--- config.mk ---
export PLATFORM = sky130hd
export DESIGN_NAME = two_group_exclusion_lock_flat
export DESIGN_NICKNAME = d
export VERILOG_FILES = /design/src/hw/rtl/tgel_pkg.sv /design/src/hw/rtl/tgel_if.sv /design/src/hw/rtl/tgel_slot_unit.sv /design/src/hw/rtl/two_group_exclusion_lock.sv /design/src/flat_wrapper.sv
export SDC_FILE = /design/constraint.sdc
export NUM_CORES = 1
export LEC_CHECK = 0
export BUFFER_PORTS_ARGS = -buffer_cell sky130_fd_sc_hd__buf_2
export CAP_MARGIN = 10
export CORE_UTILIZATION = 35
export DETAILED_ROUTE_END_ITERATION = 10
export PLACE_DENSITY_LB_ADDON = 0.1
export REMOVE_ABC_BUFFERS = 1
export SYNTH_ARGS = -nofsm -noshare
export SYNTH_HDL_FRONTEND = slang
export SYNTH_HIERARCHICAL = 1
export SYNTH_SLANG_ARGS = --single-unit
--- constraint.sdc ---
create_clock -name clk -period 12.2 [get_ports clk]
set_input_delay 0.61 -clock clk [delete_from_list [all_inputs] [get_ports clk]]
set_output_delay 0.61 -clock clk [all_outputs]
set_load 0.05 [all_outputs]
--- src/hw/rtl/tgel_pkg.sv ---
`default_nettype none
// ----------------------------------------------------------------------------
// tgel_pkg: shared definitions for the two-group exclusion lock
// Default sizes, command and status codes, and the count limit.
// ----------------------------------------------------------------------------
package tgel_pkg;

    localparam int QUEUE_DEPTH_DEF = 16;
    localparam int ID_BITS_DEF     = 8;

    localparam int CNT_W     = 9;
    localparam int COUNT_MAX = 256;

    typedef logic [1:0] cmd_t;
    typedef logic [2:0] status_t;

    localparam cmd_t CMD_ENTER    = 2'd0;
    localparam cmd_t CMD_LEAVE    = 2'd1;
    localparam cmd_t CMD_WITHDRAW = 2'd2;

    localparam status_t ST_GRANTED     = 3'd0;
    localparam status_t ST_QUEUED      = 3'd1;
    localparam status_t ST_GRANTED_Q   = 3'd2;
    localparam status_t ST_LEFT        = 3'd3;
    localparam status_t ST_WITHDRAWN   = 3'd4;
    localparam status_t ST_NOT_FOUND   = 3'd5;
    localparam status_t ST_FULL        = 3'd6;
    localparam status_t ST_LEAVE_ERROR = 3'd7;

endpackage
`default_nettype wire

--- src/hw/rtl/tgel_if.sv ---
`default_nettype none
// ----------------------------------------------------------------------------
// tgel_req_if / tgel_rsp_if: request and response channels
// Valid/ready channels; a transaction completes when both are high.
// ----------------------------------------------------------------------------
interface tgel_req_if #(
    parameter int ID_BITS = tgel_pkg::ID_BITS_DEF
);
    logic                valid;
    logic                ready;
    tgel_pkg::cmd_t      cmd;
    logic                group;
    logic [ID_BITS-1:0]  requester;
    logic                has_timeout;

    modport source (output valid, cmd, group, requester, has_timeout, input ready);
    modport sink   (input valid, cmd, group, requester, has_timeout, output ready);
endinterface

interface tgel_rsp_if #(
    parameter int ID_BITS = tgel_pkg::ID_BITS_DEF
);
    logic                         valid;
    logic                         ready;
    tgel_pkg::status_t            status;
    logic [ID_BITS-1:0]           who;
    logic                         which_group;
    logic                         cancel_timer;
    logic [tgel_pkg::CNT_W-1:0]   inside_now;
    logic                         last;

    modport source (output valid, status, who, which_group, cancel_timer, inside_now, last,
                    input ready);
    modport sink   (input valid, status, who, which_group, cancel_timer, inside_now, last,
                    output ready);
endinterface
`default_nettype wire

--- src/hw/rtl/tgel_slot_unit.sv ---
`default_nettype none
// ----------------------------------------------------------------------------
// tgel_slot_unit: shared queue address and match unit
// Maps a queue offset to a circular slot and compares a read entry to the key.
// ----------------------------------------------------------------------------
module tgel_slot_unit #(
    parameter int QUEUE_DEPTH = tgel_pkg::QUEUE_DEPTH_DEF,
    parameter int ID_BITS     = tgel_pkg::ID_BITS_DEF
) (
    input  wire logic [$clog2(QUEUE_DEPTH)-1:0]   head,
    input  wire logic [$clog2(QUEUE_DEPTH+1)-1:0] offset,
    input  wire logic [ID_BITS:0]                 entry,
    input  wire logic [ID_BITS-1:0]               key,
    output logic      [$clog2(QUEUE_DEPTH)-1:0]   slot,
    output logic                                  match
);

    localparam int HW = $clog2(QUEUE_DEPTH);
    localparam int LW = $clog2(QUEUE_DEPTH + 1);
    localparam int SW = LW + 1;
    localparam logic [SW-1:0] DEPTH_S = SW'(QUEUE_DEPTH);

    logic [SW-1:0] sum;
    logic [SW-1:0] wrapped;

    always_comb
    begin
        sum     = SW'(head) + SW'(offset);
        wrapped = (sum >= DEPTH_S) ? (sum - DEPTH_S) : sum;
        slot    = wrapped[HW-1:0];
        match   = entry[ID_BITS] && (entry[ID_BITS-1:0] == key);
    end

endmodule
`default_nettype wire

--- src/hw/rtl/two_group_exclusion_lock.sv ---
`default_nettype none
// ----------------------------------------------------------------------------
// two_group_exclusion_lock: two-group mutual exclusion lock
// Sequencer, wait queue memory, counters and response register.
// ----------------------------------------------------------------------------
// Requesters of group 0 or group 1 enter, leave, or are withdrawn from a wait
// queue after a timeout; only one group is inside at a time. Each group has a
// circular FIFO of QUEUE_DEPTH entries in one single-port-style memory.
// Enqueue and withdraw addressing goes through one shared slot/compare unit
// (admission reads the head slot directly), and the block takes one request
// at a time. An enter or a plain leave can be held by response backpressure.
// A leave that admits n waiters does one memory read and one response per
// waiter. A withdraw walks queue 0 then queue 1, reading and comparing each
// entry inspected, then moves every later entry up (read, write). The
// response register lets a new request be taken while a response waits.
// The memory needs no clearing; only entries inside a queue are read.
// ----------------------------------------------------------------------------
module two_group_exclusion_lock #(
    parameter int QUEUE_DEPTH = tgel_pkg::QUEUE_DEPTH_DEF,
    parameter int ID_BITS     = tgel_pkg::ID_BITS_DEF
) (
    input  wire logic  clk,
    input  wire logic  rst_n,
    tgel_req_if.sink   req,
    tgel_rsp_if.source rsp
);

    localparam int HW = $clog2(QUEUE_DEPTH);
    localparam int LW = $clog2(QUEUE_DEPTH + 1);
    localparam int AW = HW + 1;
    localparam int EW = ID_BITS + 1;
    localparam int CW = tgel_pkg::CNT_W;
    localparam logic [LW-1:0] DEPTH_L   = LW'(QUEUE_DEPTH);
    localparam logic [HW-1:0] HEAD_LAST = HW'(QUEUE_DEPTH - 1);
    localparam logic [CW-1:0] CNT_MAX_C = CW'(tgel_pkg::COUNT_MAX);

    localparam logic [3:0] S_IDLE     = 4'd0;
    localparam logic [3:0] S_DECODE   = 4'd1;
    localparam logic [3:0] S_EMIT     = 4'd2;
    localparam logic [3:0] S_ADM_RD   = 4'd3;
    localparam logic [3:0] S_ADM_EMIT = 4'd4;
    localparam logic [3:0] S_WD_RD    = 4'd5;
    localparam logic [3:0] S_WD_CMP   = 4'd6;
    localparam logic [3:0] S_MV_RD    = 4'd7;
    localparam logic [3:0] S_MV_WR    = 4'd8;

    logic [3:0] state_reg, state_next;

    tgel_pkg::cmd_t     cmd_reg, cmd_next;
    logic               grp_reg, grp_next;
    logic [ID_BITS-1:0] id_reg, id_next;
    logic               tmo_reg, tmo_next;

    logic [CW-1:0] cnt_reg  [2];
    logic [CW-1:0] cnt_next [2];
    logic [HW-1:0] head_reg  [2];
    logic [HW-1:0] head_next [2];
    logic [LW-1:0] len_reg  [2];
    logic [LW-1:0] len_next [2];

    logic          q_reg, q_next;
    logic [LW-1:0] idx_reg, idx_next;
    logic [LW-1:0] adm_reg, adm_next;

    tgel_pkg::status_t  res_status_reg, res_status_next;
    logic [ID_BITS-1:0] res_who_reg, res_who_next;
    logic               res_grp_reg, res_grp_next;
    logic [CW-1:0]      res_inside_reg, res_inside_next;

    logic               ov_reg, ov_next;
    tgel_pkg::status_t  ostat_reg, ostat_next;
    logic [ID_BITS-1:0] owho_reg, owho_next;
    logic               ogrp_reg, ogrp_next;
    logic               ocancel_reg, ocancel_next;
    logic [CW-1:0]      oinside_reg, oinside_next;
    logic               olast_reg, olast_next;

    logic [EW-1:0] mem [2**AW];
    logic [EW-1:0] rd_data_reg;
    logic          mem_we;
    logic          mem_re;
    logic [AW-1:0] mem_waddr;
    logic [AW-1:0] mem_raddr;
    logic [EW-1:0] mem_wdata;

    logic          su_grp;
    logic [HW-1:0] su_head;
    logic [LW-1:0] su_off;
    logic [HW-1:0] su_slot;
    logic          su_match;

    logic          oth;
    logic          out_free;
    logic [LW-1:0] idx_inc;
    logic [CW-1:0] room;
    logic [LW-1:0] adm_n;
    logic [CW-1:0] cnt_dec;

    tgel_slot_unit #(
        .QUEUE_DEPTH (QUEUE_DEPTH),
        .ID_BITS     (ID_BITS)
    ) u_slot (
        .head   (su_head),
        .offset (su_off),
        .entry  (rd_data_reg),
        .key    (id_reg),
        .slot   (su_slot),
        .match  (su_match)
    );

    assign oth      = ~grp_reg;
    assign out_free = !ov_reg || rsp.ready;
    assign idx_inc  = idx_reg + 1'b1;
    assign room     = CNT_MAX_C - cnt_reg[oth];
    assign adm_n    = (CW'(len_reg[oth]) < room) ? len_reg[oth] : LW'(room);
    assign cnt_dec  = cnt_reg[grp_reg] - 1'b1;

    // shared unit operand select
    always_comb
    begin
        su_grp = (state_reg == S_DECODE) ? grp_reg : q_reg;
        su_head = head_reg[su_grp];
        case (state_reg)
            S_DECODE: su_off = len_reg[grp_reg];
            S_MV_RD:  su_off = idx_inc;
            default:  su_off = idx_reg;
        endcase
    end

    always_comb
    begin
        state_next      = state_reg;
        cmd_next        = cmd_reg;
        grp_next        = grp_reg;
        id_next         = id_reg;
        tmo_next        = tmo_reg;
        cnt_next        = cnt_reg;
        head_next       = head_reg;
        len_next        = len_reg;
        q_next          = q_reg;
        idx_next        = idx_reg;
        adm_next        = adm_reg;
        res_status_next = res_status_reg;
        res_who_next    = res_who_reg;
        res_grp_next    = res_grp_reg;
        res_inside_next = res_inside_reg;
        ov_next         = ov_reg && !rsp.ready;
        ostat_next      = ostat_reg;
        owho_next       = owho_reg;
        ogrp_next       = ogrp_reg;
        ocancel_next    = ocancel_reg;
        oinside_next    = oinside_reg;
        olast_next      = olast_reg;
        mem_we          = 1'b0;
        mem_re          = 1'b0;
        mem_waddr       = {su_grp, su_slot};
        mem_raddr       = {su_grp, su_slot};
        mem_wdata       = rd_data_reg;

        case (state_reg)
            S_IDLE:
            begin
                if (req.valid)
                begin
                    cmd_next   = req.cmd;
                    grp_next   = req.group;
                    id_next    = req.requester;
                    tmo_next   = req.has_timeout;
                    state_next = S_DECODE;
                end
            end

            S_DECODE:
            begin
                res_who_next = id_reg;
                res_grp_next = grp_reg;
                case (cmd_reg)
                    tgel_pkg::CMD_ENTER:
                    begin
                        state_next = S_EMIT;
                        if (cnt_reg[oth] != '0 || len_reg[oth] != '0)
                        begin
                            res_inside_next = cnt_reg[grp_reg];
                            if (len_reg[grp_reg] == DEPTH_L)
                            begin
                                res_status_next = tgel_pkg::ST_FULL;
                            end
                            else
                            begin
                                mem_we                 = 1'b1;
                                mem_wdata              = {tmo_reg, id_reg};
                                len_next[grp_reg]      = len_reg[grp_reg] + 1'b1;
                                res_status_next        = tgel_pkg::ST_QUEUED;
                            end
                        end
                        else if (cnt_reg[grp_reg] == CNT_MAX_C)
                        begin
                            res_status_next = tgel_pkg::ST_FULL;
                            res_inside_next = cnt_reg[grp_reg];
                        end
                        else
                        begin
                            cnt_next[grp_reg] = cnt_reg[grp_reg] + 1'b1;
                            res_status_next   = tgel_pkg::ST_GRANTED;
                            res_inside_next   = cnt_reg[grp_reg] + 1'b1;
                        end
                    end

                    tgel_pkg::CMD_LEAVE:
                    begin
                        if (cnt_reg[grp_reg] == '0)
                        begin
                            res_status_next = tgel_pkg::ST_LEAVE_ERROR;
                            res_inside_next = '0;
                            state_next      = S_EMIT;
                        end
                        else
                        begin
                            cnt_next[grp_reg] = cnt_dec;
                            if (cnt_dec == '0 && len_reg[oth] != '0 &&
                                cnt_reg[oth] != CNT_MAX_C)
                            begin
                                cnt_next[oth] = cnt_reg[oth] + CW'(adm_n);
                                adm_next      = adm_n;
                                state_next    = S_ADM_RD;
                            end
                            else
                            begin
                                res_status_next = tgel_pkg::ST_LEFT;
                                res_inside_next = cnt_dec;
                                state_next      = S_EMIT;
                            end
                        end
                    end

                    tgel_pkg::CMD_WITHDRAW:
                    begin
                        q_next     = 1'b0;
                        idx_next   = '0;
                        state_next = S_WD_RD;
                    end

                    default:
                    begin
                        state_next = S_IDLE;
                    end
                endcase
            end

            S_EMIT:
            begin
                if (out_free)
                begin
                    ov_next      = 1'b1;
                    ostat_next   = res_status_reg;
                    owho_next    = res_who_reg;
                    ogrp_next    = res_grp_reg;
                    ocancel_next = 1'b0;
                    oinside_next = res_inside_reg;
                    olast_next   = 1'b1;
                    state_next   = S_IDLE;
                end
            end

            S_ADM_RD:
            begin
                mem_re     = 1'b1;
                mem_raddr  = {oth, head_reg[oth]};
                state_next = S_ADM_EMIT;
            end

            S_ADM_EMIT:
            begin
                if (out_free)
                begin
                    ov_next        = 1'b1;
                    ostat_next     = tgel_pkg::ST_GRANTED_Q;
                    owho_next      = rd_data_reg[ID_BITS-1:0];
                    ogrp_next      = oth;
                    ocancel_next   = rd_data_reg[ID_BITS];
                    oinside_next   = cnt_reg[oth];
                    olast_next     = (adm_reg == LW'(1));
                    head_next[oth] = (head_reg[oth] == HEAD_LAST) ? '0 :
                                     head_reg[oth] + 1'b1;
                    len_next[oth]  = len_reg[oth] - 1'b1;
                    adm_next       = adm_reg - 1'b1;
                    state_next     = (adm_reg == LW'(1)) ? S_IDLE : S_ADM_RD;
                end
            end

            S_WD_RD:
            begin
                if (idx_reg == len_reg[q_reg])
                begin
                    if (!q_reg)
                    begin
                        q_next   = 1'b1;
                        idx_next = '0;
                    end
                    else
                    begin
                        res_status_next = tgel_pkg::ST_NOT_FOUND;
                        res_who_next    = id_reg;
                        res_grp_next    = grp_reg;
                        res_inside_next = cnt_reg[grp_reg];
                        state_next      = S_EMIT;
                    end
                end
                else
                begin
                    mem_re     = 1'b1;
                    state_next = S_WD_CMP;
                end
            end

            S_WD_CMP:
            begin
                if (su_match)
                begin
                    state_next = S_MV_RD;
                end
                else
                begin
                    idx_next   = idx_inc;
                    state_next = S_WD_RD;
                end
            end

            S_MV_RD:
            begin
                if (idx_inc < len_reg[q_reg])
                begin
                    mem_re     = 1'b1;
                    state_next = S_MV_WR;
                end
                else
                begin
                    len_next[q_reg] = len_reg[q_reg] - 1'b1;
                    res_status_next = tgel_pkg::ST_WITHDRAWN;
                    res_who_next    = id_reg;
                    res_grp_next    = q_reg;
                    res_inside_next = cnt_reg[q_reg];
                    state_next      = S_EMIT;
                end
            end

            S_MV_WR:
            begin
                mem_we     = 1'b1;
                idx_next   = idx_inc;
                state_next = S_MV_RD;
            end

            default:
            begin
                state_next = S_IDLE;
            end
        endcase
    end

    always_ff @(posedge clk or negedge rst_n)
    begin
        if (!rst_n)
        begin
            state_reg <= S_IDLE;
            cnt_reg   <= '{default: '0};
            head_reg  <= '{default: '0};
            len_reg   <= '{default: '0};
            ov_reg    <= 1'b0;
        end
        else
        begin
            state_reg <= state_next;
            cnt_reg   <= cnt_next;
            head_reg  <= head_next;
            len_reg   <= len_next;
            ov_reg    <= ov_next;
        end
    end

    always_ff @(posedge clk)
    begin
        cmd_reg        <= cmd_next;
        grp_reg        <= grp_next;
        id_reg         <= id_next;
        tmo_reg        <= tmo_next;
        q_reg          <= q_next;
        idx_reg        <= idx_next;
        adm_reg        <= adm_next;
        res_status_reg <= res_status_next;
        res_who_reg    <= res_who_next;
        res_grp_reg    <= res_grp_next;
        res_inside_reg <= res_inside_next;
        ostat_reg      <= ostat_next;
        owho_reg       <= owho_next;
        ogrp_reg       <= ogrp_next;
        ocancel_reg    <= ocancel_next;
        oinside_reg    <= oinside_next;
        olast_reg      <= olast_next;
    end

    // wait queue storage, both groups
    always_ff @(posedge clk)
    begin
        if (mem_we)
        begin
            mem[mem_waddr] <= mem_wdata;
        end
        if (mem_re)
        begin
            rd_data_reg <= mem[mem_raddr];
        end
    end

    assign req.ready        = (state_reg == S_IDLE);
    assign rsp.valid        = ov_reg;
    assign rsp.status       = ostat_reg;
    assign rsp.who          = owho_reg;
    assign rsp.which_group  = ogrp_reg;
    assign rsp.cancel_timer = ocancel_reg;
    assign rsp.inside_now   = oinside_reg;
    assign rsp.last         = olast_reg;

endmodule
`default_nettype wire
--- src/flat_wrapper.sv ---
// flat-port wrapper written by rule: the top's interface ports become plain ports
module two_group_exclusion_lock_flat 
#(
    parameter int QUEUE_DEPTH = tgel_pkg::QUEUE_DEPTH_DEF,
    parameter int ID_BITS     = tgel_pkg::ID_BITS_DEF
)
  (clk, rst_n, req_valid, req_cmd, req_group, req_requester, req_has_timeout, req_ready, rsp_valid, rsp_status, rsp_who, rsp_which_group, rsp_cancel_timer, rsp_inside_now, rsp_last, rsp_ready);
  tgel_req_if #(.ID_BITS(ID_BITS)) req_i ();
  tgel_rsp_if #(.ID_BITS(ID_BITS)) rsp_i ();
  input  wire logic clk;
  input  wire logic rst_n;
  input wire logic [$bits(req_i.valid)-1:0] req_valid;
  input wire logic [$bits(req_i.cmd)-1:0] req_cmd;
  input wire logic [$bits(req_i.group)-1:0] req_group;
  input wire logic [$bits(req_i.requester)-1:0] req_requester;
  input wire logic [$bits(req_i.has_timeout)-1:0] req_has_timeout;
  output wire logic [$bits(req_i.ready)-1:0] req_ready;
  output wire logic [$bits(rsp_i.valid)-1:0] rsp_valid;
  output wire logic [$bits(rsp_i.status)-1:0] rsp_status;
  output wire logic [$bits(rsp_i.who)-1:0] rsp_who;
  output wire logic [$bits(rsp_i.which_group)-1:0] rsp_which_group;
  output wire logic [$bits(rsp_i.cancel_timer)-1:0] rsp_cancel_timer;
  output wire logic [$bits(rsp_i.inside_now)-1:0] rsp_inside_now;
  output wire logic [$bits(rsp_i.last)-1:0] rsp_last;
  input wire logic [$bits(rsp_i.ready)-1:0] rsp_ready;
  assign req_i.valid = req_valid;
  assign req_i.cmd = req_cmd;
  assign req_i.group = req_group;
  assign req_i.requester = req_requester;
  assign req_i.has_timeout = req_has_timeout;
  assign req_ready = req_i.ready;
  assign rsp_valid = rsp_i.valid;
  assign rsp_status = rsp_i.status;
  assign rsp_who = rsp_i.who;
  assign rsp_which_group = rsp_i.which_group;
  assign rsp_cancel_timer = rsp_i.cancel_timer;
  assign rsp_inside_now = rsp_i.inside_now;
  assign rsp_last = rsp_i.last;
  assign rsp_i.ready = rsp_ready;
  two_group_exclusion_lock #(.QUEUE_DEPTH(QUEUE_DEPTH), .ID_BITS(ID_BITS)) u_core (.clk(clk), .rst_n(rst_n), .req(req_i), .rsp(rsp_i));
endmodule
Word-level counts from Yosys, hierarchy flattened
Memories as Yosys holds them, arrays and structs flattened. A register that Yosys moved wholly into a read port is not among the register bits.
Index checks and enable logic that the tools add are counted.
{"block": "classes", "n_addsub": 12, "magnitude_cmp": 10, "n_eq_ne": 38, "muxes": 145, "bitwise_logic": 5, "n_reduce_logical": 36}
{"cell": "two-way mux 9 bit", "count": 24}
{"cell": "two-way mux 5 bit", "count": 22}
{"cell": "two-way mux 18 bit", "count": 4}
{"cell": "two-way mux 4 bit", "count": 16}
{"cell": "bitwise mux 18 bit", "count": 3}
{"cell": "two-way mux 10 bit", "count": 5}
{"cell": "two-way mux 8 bit", "count": 5}
{"cell": "case mux 18 bit (2 select lines)", "count": 1}
{"cell": "case mux 4 bit (9 select lines)", "count": 1}
{"cell": "case mux 9 bit (2 select lines)", "count": 2}
{"cell": "bitwise mux 10 bit", "count": 3}
{"cell": "two-way mux 3 bit", "count": 10}
{"cell": "case mux 10 bit (3 select lines)", "count": 1}
{"cell": "inequality test 2 bit (second input constant)", "count": 14}
{"cell": "case mux 9 bit (3 select lines)", "count": 1}
{"cell": "case mux 8 bit (3 select lines)", "count": 1}
{"cell": "two-way mux 1 bit", "count": 22}
{"cell": "case mux 5 bit (2 select lines)", "count": 2}
{"cell": "case mux 5 bit (4 select lines)", "count": 1}
{"cell": "demux 9 bit (select 1 bit)", "count": 2}
{"cell": "logical NOT 9 bit", "count": 2}
{"cell": "equality test 4 x 3 -> 1 bit (second input constant)", "count": 4}
{"cell": "case mux 8 bit (2 select lines)", "count": 1}
{"cell": "demux 5 bit (select 1 bit)", "count": 3}
{"cell": "55 further kinds", "count": 96}
{"block": "word_totals", "ff_bits": 108, "ramBits": 288, "in_bits": 16, "output_inout_bits": 25, "memories": 1}
{"memory": "u_core.mem", "depth": 32, "width": 9, "rd": 1, "rd_ports_with_merged_regs": 1, "wr": 1, "line_no": "two_group_exclusion_lock.sv:78", "rtl": "logic [EW-1:0] mem [2**AW];"}

Depth between registers and ports, before layout
Gate-level depths: netlist of the first run.
{"block": "depth", "depth_word": 13, "depth_mapped": 25, "mapped_depth_nobuf": 18}

Cells and area by module
The synthesis of the first run kept the hierarchy.
{"module": "two_group_exclusion_lock", "instances": 1, "cells_per_inst": 1493, "area_per_inst_um2": 19451.2}
{"module": "tgel_slot_unit", "instances": 1, "cells_per_inst": 21, "area_per_inst_um2": 195.2}

Worst setup path before layout of the first run
No wires, ideal clock.
{"block": "synth_path", "path_kind": "register to register", "start": "register u_core.grp_reg", "end": "register u_core/cnt_reg[17] (netlist name)", "setup_time_ns": 0.142, "t_arrival_ns": 5.447, "required_ns": 12.058, "path_slack_ns": 6.611, "path_stages_with_launch": 26, "n_path_buf": 7, "synth_period_minus_slack_ns": 5.589, "path_cell_list": "edfxtp_1 buf_4 buf_2 buf_4 buf_2 buf_2 clkbuf_1 buf_2 mux2i_1 ha_1 nand3_1 xnor2_1 ha_1 o211ai_1 a21oi_1 o221ai_1 mux2i_1 ha_1 fa_1 a21o_1 a21o_1 a21oi_1 nor2_1 xnor2_1 mux2i_1 o221ai_1"}
{"block": "synth_via", "elab_chain_cells": 13}
{"item": "from (decl)", "line_no": "two_group_exclusion_lock.sv:50", "rtl": "logic grp_reg, grp_next;"}
{"item": "from (signal assigned)", "line_no": "two_group_exclusion_lock.sv:384", "rtl": "grp_reg <= grp_next;"}
{"item": "NOT 1 bit", "line_no": "two_group_exclusion_lock.sv:111", "rtl": "assign oth = ~grp_reg;"}
{"item": "NOT 1 -> 2 bit (implied by the code)"}
{"item": "two-way mux 9 bit (implied by the code) (3 in series)"}
{"item": "subtractor 9 bit", "line_no": "two_group_exclusion_lock.sv:114", "rtl": "assign room = CNT_MAX_C - cnt_reg[oth];"}
{"item": "less-than comparator 5 x 9 -> 1 bit", "line_no": "two_group_exclusion_lock.sv:115", "rtl": "assign adm_n = (CW'(len_reg[oth]) < room) ? len_reg[oth] : LW'(room);"}
{"item": "two-way mux 5 bit", "line_no": "two_group_exclusion_lock.sv:115"}
{"item": "adder 9 x 5 -> 9 bit", "line_no": "two_group_exclusion_lock.sv:223", "rtl": "cnt_next[oth] = cnt_reg[oth] + CW'(adm_n);"}
{"item": "bitwise mux 18 bit", "line_no": "two_group_exclusion_lock.sv:223"}
{"item": "two-way mux 18 bit", "line_no": "two_group_exclusion_lock.sv:220", "rtl": "if (cnt_dec == '0 && len_reg[oth] != '0 &&"}
{"item": "two-way mux 18 bit", "line_no": "two_group_exclusion_lock.sv:211", "rtl": "if (cnt_reg[grp_reg] == '0)"}
{"item": "case mux 18 bit (2 select lines)", "line_no": "two_group_exclusion_lock.sv:177", "rtl": "case (cmd_reg)"}
{"item": "to (signal assigned)", "line_no": "two_group_exclusion_lock.sv:374", "rtl": "cnt_reg <= cnt_next;"}
{"item": "to (decl)", "line_no": "two_group_exclusion_lock.sv:54", "rtl": "logic [CW-1:0] cnt_reg [2];"}
Several ways; a longest one is shown, not always the timed one. The select of a mux whose other input is x is not followed.
A chain may end at the register's enable or synchronous reset.

Final worst setup path of the first run
{"block": "layout_path", "start": "register u_core.grp_reg", "end": "register u_core/cnt_reg[8] (netlist name)"}
Same word-level chain as after synthesis.

==> results of run 1 <==
[routing by layer]
layer | track usage | up-vias | wire length [um]
met4 | 0.0493 | 0 | 1060
met3 | 0.0372 | 74 | 2920
met2 | 0.335 | 341 | 27400
met5 | 0 | - | 0
met1 | 0.267 | 6519 | 24700
li1 | - | 5871 | -
[cells in the final DEF (no fill, tap or decap), drive strengths merged, types with 18 or more instances in the layout]
cell type	count
xnor2	36
a22o	23
mux4	54
edfxtp	364
clkbuf	57
ha	31
a21oi	47
clkinv	18
buf	69
o2111ai	18
dfrtp	41
o21ai	59
mux2i	54
nand2	186
nor3	20
xor2	21
inv	37
nor2	126
mux2	27
nand3	72
[report_power, final]
group          leakage (nW)  internal (W)  switching (W)
sequential             3.81       0.00192       0.000211
combinational          3.12       0.00123        0.00221
clock                 0.692      0.000779       0.000561
total                  7.62       0.00392        0.00298
[per-stage QoR]
stage	hold WS, ns	cell area, sq um
2_1_floorplan	0.314	19300
3_3_place_gp	0.488	20700
3_5_place_dp	0.495	20700
4_1_cts	0.0956	22100
5_1_grt	0.117	22100
6_report	0.0954	22100
[area by class of cell]
type                    instances  area, sq um
flip-flops and latches        405        12000
fillers                      5236        33200
clock inverters                25          249
repair buffers                 69          418
well taps                     748          936
clock buffers                  57         1190
inverters                      35          131
multi-input cells             987         7210
[path summary, 6_finish.rpt]
check	from	endpoint	slack, ns
max reg2reg	u_core/grp_reg	u_core/cnt_reg[8]	6.23
max	u_core/grp_reg	u_core/cnt_reg[8]	6.23
min reg2reg	u_core/head_reg[6]	u_core/head_reg[6]	0.51
min in group clk	req_requester[3]	u_core/id_reg[3]	0.20
min	rst_n	u_core/cnt_reg[2]	0.1
max in group asynchronous	rst_n	u_core/len_reg[1]	11.64
[worst register-to-register path: stages (launching register included)]
cell and delay (ns):
edfxtp_1 0.32, buf_4 0.31, buf_4 0.79, mux2i_1 0.56
ha_1 0.35, nand3_1 0.11, xnor2_1 0.22, ha_1 0.27
o211ai_1 0.10, a21oi_1 0.06, o221ai_1 0.59, mux2i_1 0.24
ha_1 0.28, fa_1 0.46, a21o_1 0.18, a21o_1 0.19
a21oi_1 0.19, nor2_1 0.10, xnor2_1 0.24, mux2i_1 0.10
o221ai_1 0.19
==> results.toml, run 1 <==
[final_layout]
stdcell_count = 2326
nets = 1593
area.growth.synth_to_final_pct = 12.5
fin_util = 0.399
drive_above_1_share = 0.143
n_antenna_cell = 0
largest_register_ffs = 288

[logic_synthesis]
ys_warn_count = 6
syn_inst = 1512
syn_area_per_cell_sq_um = 13.0
synth_area_sq_um = 19600

[route]
antenna_left = 0
firstDrtPassIters = 7
vias = 12805
drt-initial-drc-count = 894
totalWireLength_um = 56100
viasPerCell = 5.51
drc = 0
wl_per_cell_um = 24.1

[global_route]
grt_pass1_vias = 12775
grt_max_degree = 83
grt_overflow = 0
grt_pass1_wl_um = 84300
grtUsageTotal = 0.200
antenna_found_initial = 0

[cts]
postCtsSetupBuffers = 0
cts_root_buf = "clkbuf_16"
h-tree-depth = 2
hold_buffers = 0
cts_tree = "yes"
clkSlewWorstSetupHoldPaths_ns = 0.06
cts_resized = 0
cts-buffers-inserted = 46
cts_buffer_depth = 3
clock_sinks = 405
clock_latency_ns = 0.60

[timing]
hold_viol = 0
clock.fmax_mhz = 168
tns_ns = 0
fin_skew_ns = 0.0311
setup_viol = 0
worst_pin_slew_ns = 1.17
rsz0062_at_grt = "false"
period_share = 0.489
timing.final.ws_setup_ns = 6.23
drv_slew = 0
slew_headroom = 0.216
period_needed_ns = 5.97

[die]
start_util = 0.355
die_area_sq_um = 57000
core_area_sq_um = 55300
io_pins = 41
die_width_um = 239
die_h_um = 239
num_rows = 86

[worst_setup_path]
slowest_stage = "buf_4"
cp_max_fo = 82
worstPathBufferInverterCount = 2
cp.required_ns = 12.70
slowest_delay_ns = 0.78
crit_chain = "buf_4 > buf_4 > mux2i_1 > ha_1 > nand3_1 > xnor2_1 > ha_1 > o211ai_1 > a21oi_1 > o221ai_1 > mux2i_1 > ha_1 > fa_1 > a21o_1 > a21o_1 > a21oi_1 > nor2_1 > xnor2_1 > mux2i_1 > o221ai_1"
path_delay_family = "compound AO/OA/AOI/OAI gates"
reg2reg_depth = 20
crit_cells = 20
crit_type = "reg2reg"
end_kind = "flip-flop"
start_kind = "flip-flop"
cp.arrival_ns = 6.46

[place]
preCtsSetupSlack_ns = 6.26
portBuffers = 40
dp_cells = 2244
gp_congestion = 0.876
hpwlAfterDp_um = 37700

[run_status]
status = "finished, final reports clean"

[pwr]
power_w = 0.00690
pwr_density_cell_nw_per_um2 = 312
irDropWorstVdd_uv = 244
leakage_nw = 7.62

[run]
maxCapViolCount = 0

[min_path]
hp-class = "in2async"
No activity file was read; power rests on OpenSTA's default activity.
==> run 2: changes to the inputs <==
==> constraint.sdc (replaced) <==
create_clock -name clk -period 5.49 [get_ports clk]
set_input_delay 0.2745 -clock clk [delete_from_list [all_inputs] [get_ports clk]]
set_output_delay 0.2745 -clock clk [all_outputs]
set_load 0.05 [all_outputs]
==> run 2 against run 1 <==
  * Flip-flop and latch count did not move
  * Setup slack got worse by 5.6 ns
  * Maximum frequency rose by 23%
  * Combinational power rose by 130%
  * Clock power rose by 130%
  * Sequential share of layout area fell by 1.3 points
  * First-iteration DRC count rose by 27%
  * Largest power group unchanged
==> results.toml, run 2 (synthesis gave the netlist of run 1 again) <==
[run_status]
status = "finished, final reports clean"

[cts]
cts_resized = 0
clock_latency_ns = 0.58
cts-buffers-inserted = 45
clkSlewWorstSetupHoldPaths_ns = 0.06
h-tree-depth = 2
cts_buffer_depth = 3
hold_buffers = 13
postCtsSetupBuffers = 0
clock_sinks = 405
cts_tree = "yes"
cts_root_buf = "clkbuf_16"

[final_layout]
area.growth.synth_to_final_pct = 15.2
nets = 1640
largest_register_ffs = 288
final_cell_mix = "edfxtp_1 (364), nand2_1 (185), nor2_1 (125)"
drive_above_1_share = 0.164
layout_commonest_cell = "edfxtp_1"
final_area_sq_um = 22600

[die]
die_h_um = 239
io_pins = 41
die_width_um = 239
start_util = 0.355
num_rows = 86
core_area_sq_um = 55300
die_area_sq_um = 57000

[timing]
clock.fmax_mhz = 206
setup_viol = 0
drv_slew = 0
hold_viol = 0
period_share = 0.883
tns_ns = 0
slew_headroom = 0.310
worst_pin_slew_ns = 1.03
period_needed_ns = 4.85
fin_skew_ns = 0.0108
rsz0062_at_grt = "false"

[worst_setup_path]
cp.arrival_ns = 5.23
start_kind = "flip-flop"
cp.required_ns = 5.88
end_kind = "flip-flop"
slowest_delay_ns = 0.88
reg2reg_depth = 12
cp_max_fo = 14
crit_chain = "or4b_2 > mux2_2 > nand2_1 > nand2_1 > ha_1 > a21o_1 > a21oi_2 > xnor2_1 > mux2i_1 > nor2_1 > o311ai_0 > o221ai_1"
cp_common_cell = "nand2_1"
crit_type = "reg2reg"
slowest_stage = "or4b_2"

[route]
wl_per_cell_um = 23.7
drt-initial-drc-count = 1137
viasPerCell = 5.47
vias = 12994
antenna_left = 0
firstDrtPassIters = 5
totalWireLength_um = 56400
drc = 0

[place]
placed_area_sq_um = 20900
hpwlAfterDp_um = 38300
portBuffers = 40
gp_congestion = 0.870

[global_route]
grtUsageTotal = 0.202
grt_pass1_vias = 13101
antenna_found_initial = 0
grt_max_degree = 76
grt_overflow = 0
grt_pass1_wl_um = 86100

[pwr]
pwr_density_cell_nw_per_um2 = 699
leakage_nw = 7.91
irDropWorstVdd_uv = 800

[min_path]
hp-class = "in2reg"
min_path_cells = 3

[run]
maxCapViolCount = 0
## run 2: area by class of cell
type | count | area [sq um]
Tap cell | 748 | 936
Inverter | 35 | 131
Clock buffer | 57 | 1180
Sequential cell | 405 | 12000
Multi-Input combinational cell | 987 | 7210
Antenna cell | 1 | 2.50
Clock inverter | 27 | 357
Timing Repair Buffer | 117 | 848
Fill cell | 5244 | 32700
## run 2: worst paths after layout
check | startpoint | end | slack [ns]
worst max-delay path | u_core/state_reg[3] | u_core/rd_data_reg[7] | 0.64
worst min-delay path | rsp_ready | u_core/rsp.valid | 0.20
min in group asynchronous | rst_n | u_core/cnt_reg[13] | 0.33
worst min register to register | u_core/head_reg[6] | u_core/head_reg[6] | 0.50
worst max register to register | u_core/state_reg[3] | u_core/rd_data_reg[7] | 0.64
max in group asynchronous | rst_n | u_core/len_reg[7] | 4.69
## run 2: per-layer routing
metal,share of wire,wire (um),global-route usage,vias to the layer above
met5,0,0,0,-
met4,0.022,1220,0.0556,0
met3,0.048,2690,0.0263,73
met2,0.48,27100,0.328,348
met1,0.45,25400,0.284,6616
li1,-,-,-,5957
## run 2: critical path: cells and delay by family (launching register included)
| kind | cells | cell delay [ns] |
|---|---|---|
| AO/OA/AOI/OAI | 4 | 0.84 |
| XOR/XNOR | 1 | 0.51 |
| adder cells (fa/ha/maj) | 1 | 0.28 |
| flip-flops | 1 | 0.53 |
| multiplexers | 2 | 0.70 |
| AND/OR/NAND/NOR | 4 | 1.79 |
## run 2: power by group
part | switching (W) | internal [W] | total [W]
combinational | 0.00513 | 0.00285 | 0.00798
sequential | 0.000429 | 0.00425 | 0.00468
clock | 0.00127 | 0.00187 | 0.00314
total | 0.00683 | 0.00897 | 0.0158
## run 2: metrics by stage
stage	power, W	cells	utilization	hold slack, ns	setup WS, ns
after global placement	0.0128	2279	0.379	0.413	0.724
after CTS	0.0160	2376	0.409	0.193	0.699
after floorplan	0.00953	1427	-	-0.0211	-4.15
final	0.0158	2377	0.409	0.199	0.643
after detailed placement	0.0128	2279	0.379	0.419	0.704
after global routing	0.0168	2376	0.409	0.208	0.393
